[src/best_fit_segment_allocator_top_defines.svh]
// Assertion macros for the best-fit segment allocator.
// Used by the top level only; needs aclk and aresetn in scope.
`ifndef BEST_FIT_SEGMENT_ALLOCATOR_TOP_DEFINES_SVH
`define BEST_FIT_SEGMENT_ALLOCATOR_TOP_DEFINES_SVH
`ifndef NO_ASSERTIONS
`define BFSA_ASSERT(lbl, prop, msg) \
    lbl: assert property (@(posedge aclk) disable iff (!aresetn) prop) else $error(msg);
`define BFSA_ASSERT_RST(lbl, prop, msg) \
    lbl: assert property (@(posedge aclk) prop) else $error(msg);
`else
`define BFSA_ASSERT(lbl, prop, msg)
`define BFSA_ASSERT_RST(lbl, prop, msg)
`endif
`endif

[src/bfsa_pkg.sv]
// Types, codes and constants of the best-fit segment allocator.
// No dependencies.
`default_nettype none
package bfsa_pkg;
    localparam int POOL_BLOCKS = 64;
    localparam int BLOCK_SHIFT = 14;
    localparam int ADDR_W      = $clog2(POOL_BLOCKS);

    localparam logic [1:0] MODE_ALLOC   = 2'd0;
    localparam logic [1:0] MODE_RELEASE = 2'd1;
    localparam logic [1:0] MODE_RESET   = 2'd2;
    localparam logic [1:0] MODE_DUMP    = 2'd3;

    localparam logic [1:0] STATUS_OK       = 2'd0;
    localparam logic [1:0] STATUS_NOFIT    = 2'd1;
    localparam logic [1:0] STATUS_BAD      = 2'd2;
    localparam logic [1:0] STATUS_NOTFOUND = 2'd3;

    typedef struct packed {
        logic [1:0]  mode;
        logic [15:0] owner_id;
        logic [20:0] byte_count;
    } in_item_t;

    typedef struct packed {
        logic [1:0]  status;
        logic [5:0]  seg_start;
        logic [15:0] seg_owner;
        logic [6:0]  seg_blocks;
        logic [20:0] seg_bytes;
        logic        last;
    } out_item_t;

    typedef struct packed {
        logic [15:0] owner;
        logic [6:0]  length;
        logic [20:0] bytes;
    } entry_t;

    localparam int ENTRY_W = $bits(entry_t);

    typedef enum logic [2:0] {
        ST_INIT, ST_IDLE, ST_READ, ST_WALK, ST_SPLIT, ST_HEAD, ST_OUT
    } state_t;
endpackage
`default_nettype wire

[src/bfsa_ram.sv]
// Generic single-write, single-read RAM with registered read data.
// No dependencies.
`default_nettype none
module bfsa_ram #(
    parameter int WIDTH = 8,
    parameter int DEPTH = 64
) (
    input  wire logic                     aclk,
    input  wire logic                     we,
    input  wire logic [$clog2(DEPTH)-1:0] waddr,
    input  wire logic [WIDTH-1:0]         wdata,
    input  wire logic [$clog2(DEPTH)-1:0] raddr,
    output logic      [WIDTH-1:0]         rdata
);
    logic [WIDTH-1:0] mem [DEPTH];

    always_ff @(posedge aclk) begin
        if (we) begin
            mem[waddr] <= wdata;
        end
        rdata <= mem[raddr];
    end
endmodule
`default_nettype wire

[src/best_fit_segment_allocator_top.sv]
// Reset and rejected requests go from ST_IDLE straight to ST_OUT; allocate and
// release walk the segment chain (up to 64 segments); allocate then splits.
// Dump makes one chain walk per segment reported.
// One item at a time; the shared segment RAM read port sets the walk rate.
// Reset (aresetn low, synchronous) writes the single free segment.
`default_nettype none
`include "best_fit_segment_allocator_top_defines.svh"
module best_fit_segment_allocator_top (
    input  wire logic                aclk,
    input  wire logic                aresetn,
    input  wire logic                s_valid,
    output logic                     s_ready,
    input  wire bfsa_pkg::in_item_t  s_data,
    output logic                     m_valid,
    input  wire logic                m_ready,
    output bfsa_pkg::out_item_t      m_data
);
    import bfsa_pkg::*;

    state_t             state_reg, state_next;
    logic [1:0]         mode_reg, mode_next;
    logic [15:0]        owner_reg, owner_next;
    logic [20:0]        bytes_reg, bytes_next;
    logic [7:0]         need_reg, need_next;
    logic [ADDR_W-1:0]  cur_reg, cur_next;
    logic [6:0]         best_reg, best_next;
    logic               found_reg, found_next;
    logic [ADDR_W-1:0]  idx_reg, idx_next;
    logic [6:0]         idx_len_reg, idx_len_next;
    logic [12:0]        prev_key_reg, prev_key_next;
    logic               have_prev_reg, have_prev_next;
    logic [12:0]        bkey_reg, bkey_next;
    logic               have_best_reg, have_best_next;
    entry_t             bent_reg, bent_next;
    logic [6:0]         count_reg, count_next;
    logic [6:0]         emitted_reg, emitted_next;
    out_item_t          out_reg, out_next;

    logic               ram_we;
    logic [ADDR_W-1:0]  ram_waddr;
    entry_t             ram_wdata;
    logic [ENTRY_W-1:0] ram_rdata;
    entry_t             e;

    logic [7:0]  nxt, diff, tail;
    logic        at_end, fit, take, cand;
    logic [12:0] key;
    logic [6:0]  cnt_now;
    out_item_t   fail_item;

    bfsa_ram #(.WIDTH(ENTRY_W), .DEPTH(POOL_BLOCKS)) u_ram (
        .aclk  (aclk),
        .we    (ram_we),
        .waddr (ram_waddr),
        .wdata (ram_wdata),
        .raddr (cur_reg),
        .rdata (ram_rdata)
    );

    assign e       = entry_t'(ram_rdata);
    assign s_ready = (state_reg == ST_IDLE);
    assign m_valid = (state_reg == ST_OUT);
    assign m_data  = out_reg;

    always_ff @(posedge aclk) begin
        if (!aresetn) begin
            state_reg <= ST_INIT;
        end else begin
            state_reg <= state_next;
        end
        mode_reg      <= mode_next;
        owner_reg     <= owner_next;
        bytes_reg     <= bytes_next;
        need_reg      <= need_next;
        cur_reg       <= cur_next;
        best_reg      <= best_next;
        found_reg     <= found_next;
        idx_reg       <= idx_next;
        idx_len_reg   <= idx_len_next;
        prev_key_reg  <= prev_key_next;
        have_prev_reg <= have_prev_next;
        bkey_reg      <= bkey_next;
        have_best_reg <= have_best_next;
        bent_reg      <= bent_next;
        count_reg     <= count_next;
        emitted_reg   <= emitted_next;
        out_reg       <= out_next;
    end

    always_comb begin
        state_next     = state_reg;
        mode_next      = mode_reg;
        owner_next     = owner_reg;
        bytes_next     = bytes_reg;
        need_next      = need_reg;
        cur_next       = cur_reg;
        best_next      = best_reg;
        found_next     = found_reg;
        idx_next       = idx_reg;
        idx_len_next   = idx_len_reg;
        prev_key_next  = prev_key_reg;
        have_prev_next = have_prev_reg;
        bkey_next      = bkey_reg;
        have_best_next = have_best_reg;
        bent_next      = bent_reg;
        count_next     = count_reg;
        emitted_next   = emitted_reg;
        out_next       = out_reg;
        ram_we         = 1'b0;
        ram_waddr      = '0;
        ram_wdata      = '0;

        fail_item      = '0;
        fail_item.last = 1'b1;

        nxt     = {2'b00, cur_reg} + {1'b0, (e.length == 7'd0) ? 7'd1 : e.length};
        at_end  = (nxt >= 8'(POOL_BLOCKS));
        diff    = {1'b0, e.length} - need_reg;
        fit     = (e.owner == 16'd0) && ({1'b0, e.length} >= need_reg);
        take    = fit && (diff <= {1'b0, best_reg});
        key     = {e.length, cur_reg};
        cand    = (!have_prev_reg || key > prev_key_reg) && (!have_best_reg || key < bkey_reg);
        cnt_now = count_reg + 7'd1;
        tail    = {2'b00, idx_reg} + need_reg;

        unique case (state_reg)
            ST_INIT: begin
                ram_we    = 1'b1;
                ram_wdata = '{owner: 16'd0, length: 7'(POOL_BLOCKS),
                              bytes: 21'(POOL_BLOCKS) << BLOCK_SHIFT};
                state_next = ST_IDLE;
            end
            ST_IDLE: begin
                if (s_valid) begin
                    mode_next      = s_data.mode;
                    owner_next     = s_data.owner_id;
                    bytes_next     = s_data.byte_count;
                    need_next      = 8'(s_data.byte_count >> BLOCK_SHIFT)
                                   + 8'(|s_data.byte_count[BLOCK_SHIFT-1:0]);
                    cur_next       = '0;
                    best_next      = 7'(POOL_BLOCKS);
                    found_next     = 1'b0;
                    have_prev_next = 1'b0;
                    have_best_next = 1'b0;
                    count_next     = '0;
                    emitted_next   = '0;
                    state_next     = ST_READ;
                    unique case (s_data.mode)
                        MODE_ALLOC: begin
                            if (s_data.owner_id == 16'd0 || s_data.byte_count == 21'd0) begin
                                out_next        = fail_item;
                                out_next.status = STATUS_BAD;
                                state_next      = ST_OUT;
                            end
                        end
                        MODE_RELEASE: begin
                            if (s_data.owner_id == 16'd0) begin
                                out_next        = fail_item;
                                out_next.status = STATUS_BAD;
                                state_next      = ST_OUT;
                            end
                        end
                        MODE_RESET: begin
                            ram_we    = 1'b1;
                            ram_wdata = '{owner: 16'd0, length: 7'(POOL_BLOCKS),
                                          bytes: 21'(POOL_BLOCKS) << BLOCK_SHIFT};
                            out_next            = fail_item;
                            out_next.status     = STATUS_OK;
                            out_next.seg_blocks = 7'(POOL_BLOCKS);
                            out_next.seg_bytes  = 21'(POOL_BLOCKS) << BLOCK_SHIFT;
                            state_next          = ST_OUT;
                        end
                        MODE_DUMP: begin
                        end
                    endcase
                end
            end
            ST_READ: begin
                state_next = ST_WALK;
            end
            ST_WALK: begin
                cur_next   = nxt[ADDR_W-1:0];
                state_next = ST_READ;
                unique case (mode_reg)
                    MODE_ALLOC: begin
                        found_next = found_reg || fit;
                        if (take) begin
                            best_next    = diff[6:0];
                            idx_next     = cur_reg;
                            idx_len_next = e.length;
                        end
                        if ((take && diff == 8'd0) || at_end) begin
                            if (!(found_reg || fit)) begin
                                out_next        = fail_item;
                                out_next.status = STATUS_NOFIT;
                                state_next      = ST_OUT;
                            end else begin
                                state_next = ST_SPLIT;
                            end
                        end
                    end
                    MODE_RELEASE: begin
                        if (e.owner == owner_reg) begin
                            ram_we     = 1'b1;
                            ram_waddr  = cur_reg;
                            ram_wdata  = '{owner: 16'd0, length: e.length,
                                           bytes: 21'(e.length) << BLOCK_SHIFT};
                            out_next   = '{status: STATUS_OK, seg_start: cur_reg,
                                           seg_owner: owner_reg, seg_blocks: e.length,
                                           seg_bytes: 21'(e.length) << BLOCK_SHIFT,
                                           last: 1'b1};
                            state_next = ST_OUT;
                        end else if (at_end) begin
                            out_next        = fail_item;
                            out_next.status = STATUS_NOTFOUND;
                            state_next      = ST_OUT;
                        end
                    end
                    default: begin
                        count_next = cnt_now;
                        if (cand) begin
                            bkey_next      = key;
                            have_best_next = 1'b1;
                            bent_next      = e;
                        end
                        if (at_end) begin
                            out_next = '{status: STATUS_OK,
                                         seg_start: cand ? cur_reg : bkey_reg[5:0],
                                         seg_owner: cand ? e.owner : bent_reg.owner,
                                         seg_blocks: cand ? e.length : bent_reg.length,
                                         seg_bytes: cand ? e.bytes : bent_reg.bytes,
                                         last: (emitted_reg + 7'd1 == cnt_now)};
                            prev_key_next = cand ? key : bkey_reg;
                            state_next    = ST_OUT;
                        end
                    end
                endcase
            end
            ST_SPLIT: begin
                if (best_reg != 7'd0 && tail < 8'(POOL_BLOCKS)) begin
                    ram_we    = 1'b1;
                    ram_waddr = tail[ADDR_W-1:0];
                    ram_wdata = '{owner: 16'd0, length: idx_len_reg - need_reg[6:0],
                                  bytes: 21'(idx_len_reg - need_reg[6:0]) << BLOCK_SHIFT};
                end
                state_next = ST_HEAD;
            end
            ST_HEAD: begin
                ram_we     = 1'b1;
                ram_waddr  = idx_reg;
                ram_wdata  = '{owner: owner_reg, length: need_reg[6:0], bytes: bytes_reg};
                out_next   = '{status: STATUS_OK, seg_start: idx_reg, seg_owner: owner_reg,
                               seg_blocks: need_reg[6:0], seg_bytes: bytes_reg, last: 1'b1};
                state_next = ST_OUT;
            end
            ST_OUT: begin
                if (m_ready) begin
                    if (mode_reg == MODE_DUMP && !out_reg.last) begin
                        have_prev_next = 1'b1;
                        have_best_next = 1'b0;
                        count_next     = '0;
                        emitted_next   = emitted_reg + 7'd1;
                        cur_next       = '0;
                        state_next     = ST_READ;
                    end else begin
                        state_next = ST_IDLE;
                    end
                end
            end
            default: begin
                state_next = ST_IDLE;
            end
        endcase
    end

    `BFSA_ASSERT(a_one_side, !(s_ready && m_valid), "ready while a result is pending")
    `BFSA_ASSERT_RST(a_reset_quiet, !aresetn |=> !m_valid, "result shown after reset")
    `BFSA_ASSERT(a_fail_last, (m_valid && m_data.status != STATUS_OK) |-> m_data.last, "failed item not last")
    `BFSA_ASSERT(a_multi_dump, (m_valid && !m_data.last) |-> (mode_reg == MODE_DUMP), "non-final result outside dump")
endmodule
`default_nettype wire

[config.mk]
export PLATFORM = sky130hd
export DESIGN_NAME = best_fit_segment_allocator_top
export DESIGN_NICKNAME = d
export VERILOG_FILES = /design/src/bfsa_pkg.sv /design/src/bfsa_ram.sv /design/src/best_fit_segment_allocator_top.sv
export VERILOG_INCLUDE_DIRS = /design/src /design/src/src
export SDC_FILE = /design/constraint.sdc
export NUM_CORES = 2
export LEC_CHECK = 0
export BUFFER_PORTS_ARGS = -buffer_cell sky130_fd_sc_hd__buf_2
export CORE_MARGIN = 10
export CORE_UTILIZATION = 38
export DETAILED_ROUTE_END_ITERATION = 7
export HOLD_SLACK_MARGIN = 0.02
export MAX_ROUTING_LAYER = met4
export PLACE_DENSITY = 0.5
export SYNTH_ARGS = -nofsm -noshare
export SYNTH_HDL_FRONTEND = slang
export SYNTH_SLANG_ARGS = --single-unit
[constraint.sdc]
create_clock -name aclk -period 9 [get_ports aclk]
set_clock_uncertainty 0.05 [all_clocks]
set_input_delay 2.7 -clock aclk [delete_from_list [all_inputs] [get_ports aclk]]
set_output_delay 2.7 -clock aclk [all_outputs]
set_load 0.005 [all_outputs]
Word level (Yosys, flattened, before mapping)

Memory sizes are Yosys's and may differ from the RTL's. A register that Yosys moved wholly into a read port is not among the register bits.
Index checks and enable logic that the tools add are counted.

Output and inout bits: 55
Memories: 1
Register bits after elaboration: 216
Logic and storage cells: 184
Bits in writable memories: 2816
Input port bits: 43

Reductions and logical operators: 43
Muxes and demuxes: 74
Bitwise logic cells: 1
Magnitude comparators: 6
Eq/ne operators: 26
$add $sub $neg: 8

Memory list:

| name      | depth | width | rd ports | clocked after Yosys merged registers in | write ports | RTL line       | RTL |
|---|---|---|---|---|---|---|---|
| u_ram.mem | 64    | 44    | 1        | 1                                       | 1           | bfsa_ram.sv:15 | `logic [WIDTH-1:0] mem [DEPTH];` |

Operators with widths:

| cell                                                           | number |
|---|---|
| 53-bit 2-to-1 mux                                              | 8 |
| 53-bit one-hot mux with 3 select lines                         | 2 |
| 44-bit one-hot mux with 5 select lines                         | 1 |
| 28-bit 2-to-1 mux                                              | 5 |
| 53-bit one-hot mux with 2 select lines                         | 1 |
| 7-bit 2-to-1 mux                                               | 11 |
| 6-bit 2-to-1 mux                                               | 7 |
| 6-bit one-hot mux with 3 select lines                          | 2 |
| 16-bit logical NOT                                             | 2 |
| 7-bit one-hot mux with 2 select lines                          | 2 |
| 21-bit logical NOT                                             | 1 |
| 21-bit 2-to-1 mux                                              | 1 |
| 3-bit 2-to-1 mux                                               | 7 |
| 7-bit one-hot mux with 3 select lines                          | 1 |
| 3-bit one-hot mux with 6 select lines                          | 1 |
| 16-bit equality test                                           | 1 |
| 16-bit 2-to-1 mux                                              | 1 |
| 1-bit 2-to-1 mux                                               | 15 |
| 7-bit by 1-bit adder with 7-bit output (second input constant) | 2 |
| 14-bit OR reduction                                            | 1 |
| 7-bit subtractor                                               | 2 |
| 13-bit greater-than comparator                                 | 1 |
| 13-bit < comparator                                            | 1 |
| 13-bit 2-to-1 mux                                              | 1 |
| other kinds (43)                                               | 81 |

Depth between registers and ports, before layout

Depth after elaboration: 8
Gate-level depth with buffers: 14
Gate-level depth less buffers: 14

Cells and area by module

From an unflattened synthesis, not the netlist that was laid out.

Cell total of the unflattened synthesis: 5511
Area total of the unflattened synthesis: 118952.8 um^2

Modules (own cells, without submodules):

| module                         | seq. area each (um^2) | area each (um^2) | instances | cells each |
|---|---|---|---|---|
| bfsa_ram                       | 85441.9               | 107538.1         | 1         | 4579 |
| best_fit_segment_allocator_top | 6456.2                | 11414.7          | 1         | 932 |

Worst setup path after synthesis

No wires, ideal clock.

Path type: input to register
Start point: input port s_data[8] (netlist name)
End point: register out_reg, in the netlist m_data[0], enable pin
Data arrival time: 7.403 ns
Library setup time: 0.543 ns
Buffers on the path: 0
Data required time: 8.407 ns
Cell stages on the path: 7
Slack: 1.003 ns
Cell sequence: nor4_1 -> nand4_1 -> inv_1 -> a31oi_1 -> o32ai_1 -> a211oi_1 -> a211oi_1

Word-level cells in the longest chain between the ends: 4

Ends and longest elaborated chain:

| element                       | RTL line                              | RTL |
|---|---|---|
| start, declared               | best_fit_segment_allocator_top.sv:13  | `input wire bfsa_pkg::in_item_t s_data,` |
| 21-bit logical NOT            | best_fit_segment_allocator_top.sv:150 | `if (s_data.owner_id == 16'd0 \|\| s_data.byte_count == 21'd0) begin` |
| 1-bit logical OR              | best_fit_segment_allocator_top.sv:150 |  |
| 3-bit != test (no line)       | n/a                                   |  |
| 9-bit AND reduction (no line) | n/a                                   |  |
| end signal, assigned          | best_fit_segment_allocator_top.sv:87  | `out_reg <= out_next;` |
| end, declared                 | best_fit_segment_allocator_top.sv:37  | `out_item_t out_reg, out_next;` |

Every way passes these cells.
A chain may end at the register's enable or synchronous reset.

Worst setup path in the final report

Start point: register state_reg[2]
End point: memory u_ram.mem[6][29] (netlist name), enable pin

Word-level cells in the longest chain between the ends: 5
Elaborated cells on any way between the ends: 10
Those cells by class: eq/ne (4); mux (4); reduce/logical (2)

Ends and longest elaborated chain:

| element                                                  | RTL line                              | RTL |
|---|---|---|
| start, declared                                          | best_fit_segment_allocator_top.sv:20  | `state_t state_reg, state_next;` |
| start signal, assigned                                   | best_fit_segment_allocator_top.sv:69  | `state_reg <= state_next;` |
| 3-bit equality test or 3-bit logical NOT (tied branches) | best_fit_segment_allocator_top.sv:126 | `unique case (state_reg)` |
| 2-bit OR reduction (no line)                             | n/a                                   |  |
| 1-bit one-hot mux with 4 select lines                    | best_fit_segment_allocator_top.sv:126 |  |
| 1-bit 2-to-1 mux                                         | bfsa_ram.sv:18                        | `if (we) begin` |
| 1-bit 2-to-1 mux (implied by the code)                   | bfsa_ram.sv:19                        | `mem[waddr] <= wdata;` |
| end, declared                                            | bfsa_ram.sv:15                        |  |

Several ways; a longest one is shown, not always the timed one.

==> flow_summary.toml <==
[min_path]
hold_depth = 0
worstHoldPathType = "reg2reg"
hold_start = "u_ram.rdata[20]$_DFF_P_"
holdPathEnd = "bent_reg[20]$_DFFE_PP_"

[floorplanning]
die_area_sq_um = 335000
initial_core_util_pct = 38.1
die_w_microns = 579
rows = 205
core_area_sq_um = 311000
io_pins = 98
dieHeight_microns = 579

[logic_synthesis]
yosysTopAreaCell = "edfxtp_1"
synth_ff_type = "edfxtp_1"
yosysUniqueCellTypes = 62
ys_ff_latch = 3076
async_flop_share_pct = 0
synth.top_cell.area_share_pct = 76.6
synth_cells = 5019
synth-edff-count = 3029
synthesis.area_sq_um = 119000
synth-seq-area-share_pct = 77.4
syn_nets = 5127
synth.area.top_cells = "edfxtp_1 77%, mux4_2 18%, dfxtp_1 0.79%"
yosys_warnings = 0
avgSynthCellArea_sq_um = 23.7

[clocking]
clock_latency_ns = 0.94
cts_setup_buffers = 0
cts_max_level = 5
cts_resized = 0
clockRootBuffer = "clkbuf_16"
clk_path_buf_depth = 4
cts_tree = "built"
cts_hold_buf = 0
clk_pin_slew_ns = 0.06
cts_buffers = 330
cts.sinks = 3076

[global_routing]
grt_pass1_wl_mm = 471
grt_start_max_net_pins = 110
antenna_found_initial = 46
overflow = 0
grt_pass1_vias = 56400
track_usage_pct = 20.6

[critical_path]
worst_r2r_endpoint = "u_ram.mem[6][29]$_DFFE_PP_"
reg2reg_from = "state_reg[2]$_SDFFE_PN0P_"
cp_max_fo = 29
ff2ff_path_depth = 10
path_class = "reg2reg"
reg2reg_slack_ns = 2.84
cp-end-kind = "flop"
crit_arrival_ns = 6.64
cp.required_ns = 9.48
worst_setup_path_start_kind = "flop"

[timing]
maxSlewHeadroom_pct = 8.22
rsz0062_at_grt = "no"
slew_viol_final = 0
maxClockFrequency_mhz = 162
period_minus_slack_ns = 6.16
setup_viol = 0
hold_viol_final = 0
worst-slew-pin-transition_ns = 1.38
finalCritPeriodShare_pct = 68.5
tns_ns = 0
fin_ws_ns = 2.84

[drt]
wl_mm = 340
wl_per_cell_microns = 34.7
first_iter_violations = 6414
vias_per_cell = 5.67
drc = 0
vias = 55600
first_pass_iters = 5
ant_nets = 0

[run]
maxCapViolCount = 0

[pwr]
comb_power_share_pct = 5.5
ir_drop_uv = 142
power_density_nw_per_um2 = 227
p_int_mw = 24.1
swShare_pct = 22.2
clock_power_share_pct = 43.4
seqPwrFrac_pct = 51.1
p_leak_nw = 37.7
p_sw_mw = 6.87

[cells_and_area]
seqCellArea_sq_um = 91900
nets = 5482
drive_above_1_share_pct = 31.6
fillers = 26400
stdcell_count = 9802
area_delta_synth_final_pct = 14.7
largest_register_ffs = 2816
regMostFlops = "u_ram.mem"
multiInputGateArea_sq_um = 26300

[placement]
gp_congestion = 0.812
dp_slack_ns = 1.95
dp_hpwl_mm = 202
placed_cells = 9182
io_buffers = 97

[status]
status = "complete, no violations"
==> cells in the mapped netlist, types with 4 or more instances <==
master	number
or3_1	5
a221o_1	15
a211oi_1	7
o31a_1	4
clkbuf_1	170
and3_1	7
xnor2_1	34
nor4_1	20
and2_1	45
nor2_1	103
ha_1	61
nand3b_1	5
a221oi_1	5
nand4_1	16
nand3_1	35
edfxtp_1	3029
nor3b_1	4
a21oi_1	35
o21ai_0	50
buf_1	69
a31oi_1	7
mux4_2	924
o21bai_1	18
nand2_1	69
nand2b_1	9
nor3_1	18
a211o_1	4
o211ai_1	4
inv_1	61
or4_1	4
a21o_1	8
fa_1	4
mux2i_1	39
xor2_1	17
dfxtp_1	47
o21a_1	5
nor2b_1	8
o31ai_1	8
buf_2	11
==> stage by stage <==
stage	hold WS, ns	utilization (%)	power, mW	area [sq um]
finish	0.383	43.7	31.0	136000
CTS	0.382	43.7	31.3	136000
global route	0.407	43.7	31.9	136000
detailed placement	0.367	40.3	17.9	125000
floorplan	0.358	-	17.1	119000
global placement	0.367	40.3	17.9	125000
==> cell usage in the layout, fill, tap and decap left out, types with 8 or more instances in the layout <==
master      synthesis  layout
nor4_1             20      17
inv_16              0       9
clkbuf_8            0       9
clkbuf_16           0     334
ha_1               61      61
nand4_1            16      16
dfxtp_1            47      47
edfxtp_1         3029    3029
o21bai_1           18      18
nor2_1            103      44
clkinv_2            0      55
a221o_1            15      14
inv_6               0      10
and2_2              0      19
nor2_4              0      59
clkbuf_1          170      56
clkinvlp_4          0      10
a21o_1              8       8
diode_2             0      15
a21oi_1            35      34
nor2b_1             8       8
mux4_2            924     924
and2_4              0      10
nor3_1             18      11
bufinv_16           0      27
o31ai_1             8       8
clkinv_1            1      84
buf_2              11      97
nand3_1            35      34
xnor2_1            34      34
and2_1             45      16
o21ai_0            50      48
inv_1              61      61
mux2i_1            39      39
xor2_1             17      17
nand2_1            69      66
buf_4               0     169
==> area by class of cell <==
| cell class | instances | area share [%] |
|---|---|---|
| Antenna cell | 15 | 0.0276 |
| Clock buffer | 399 | 6.38 |
| Clock inverter | 206 | 1.44 |
| Inverter | 62 | 0.171 |
| Multi-Input combinational cell | 1631 | 19.3 |
| Sequential cell | 3076 | 67.5 |
| Tap cell | 4140 | 3.80 |
| Timing Repair Buffer | 273 | 1.39 |
==> cells by family after synthesis <==
logic type               Yosys count  synth area share (%)
flip-flops                      3076                  77.4
multiplexers                     966                  17.9
AND/OR/NAND/NOR                  355                  1.48
buffers and inverters            312                 0.998
AO/OA/AOI/OAI                    194                  1.13
adder cells (fa/ha/maj)           65                 0.710
XOR/XNOR                          51                 0.376
==> worst max path at each step <==
| stage | start | end | slack (ns) | cells after the start |
|---|---|---|---|---|
| CTS | state_reg[2]$_SDFFE_PN0P_ | u_ram.mem[6][29]$_DFFE_PP_ | 2.93 | 10 |
| floorplan | s_data[8] | m_data[0]$_DFFE_PP_ | 1.00 | 7 |
| global placement | s_data[1] | m_data[12]$_DFFE_PP_ | 2.01 | 9 |
| global route | state_reg[2]$_SDFFE_PN0P_ | u_ram.mem[6][29]$_DFFE_PP_ | 2.58 | 10 |
| finish | state_reg[2]$_SDFFE_PN0P_ | u_ram.mem[6][29]$_DFFE_PP_ | 2.84 | 10 |
| detailed placement | s_data[1] | m_data[11]$_DFFE_PP_ | 1.95 | 9 |
==> worst max-delay path, cell delays in order, from the launching register on <==
cell and delay (ns):
dfxtp_1 0.52, clkinv_1 0.37, nand3_1 0.74, inv_1 0.12, and3_1 0.23, and2_1 0.16, buf_4 0.24, a221oi_1 0.62
nand3_1 0.86, nor2_4 1.04, buf_4 0.77
==> power groups by stage <==
stage                     clock, mW  combinational, mW  sequential (mW)
after floorplan                   0               1.07             16.1
after global placement            0               1.73             16.1
after detailed placement          0               1.74             16.1
after CTS                      13.7               1.74             15.8
after global routing           14.3               1.81             15.8
final                          13.4               1.70             15.8
==> per-layer routing <==
metal	vias up	track usage (%)	part of all wire (%)
li1	22300	-	-
met1	30900	28.6	43
met2	1993	32.5	49
met3	369	3.42	6.9
met4	0	4.39	2.0
met5	-	-	0
(Power assumes the default switching activity.)
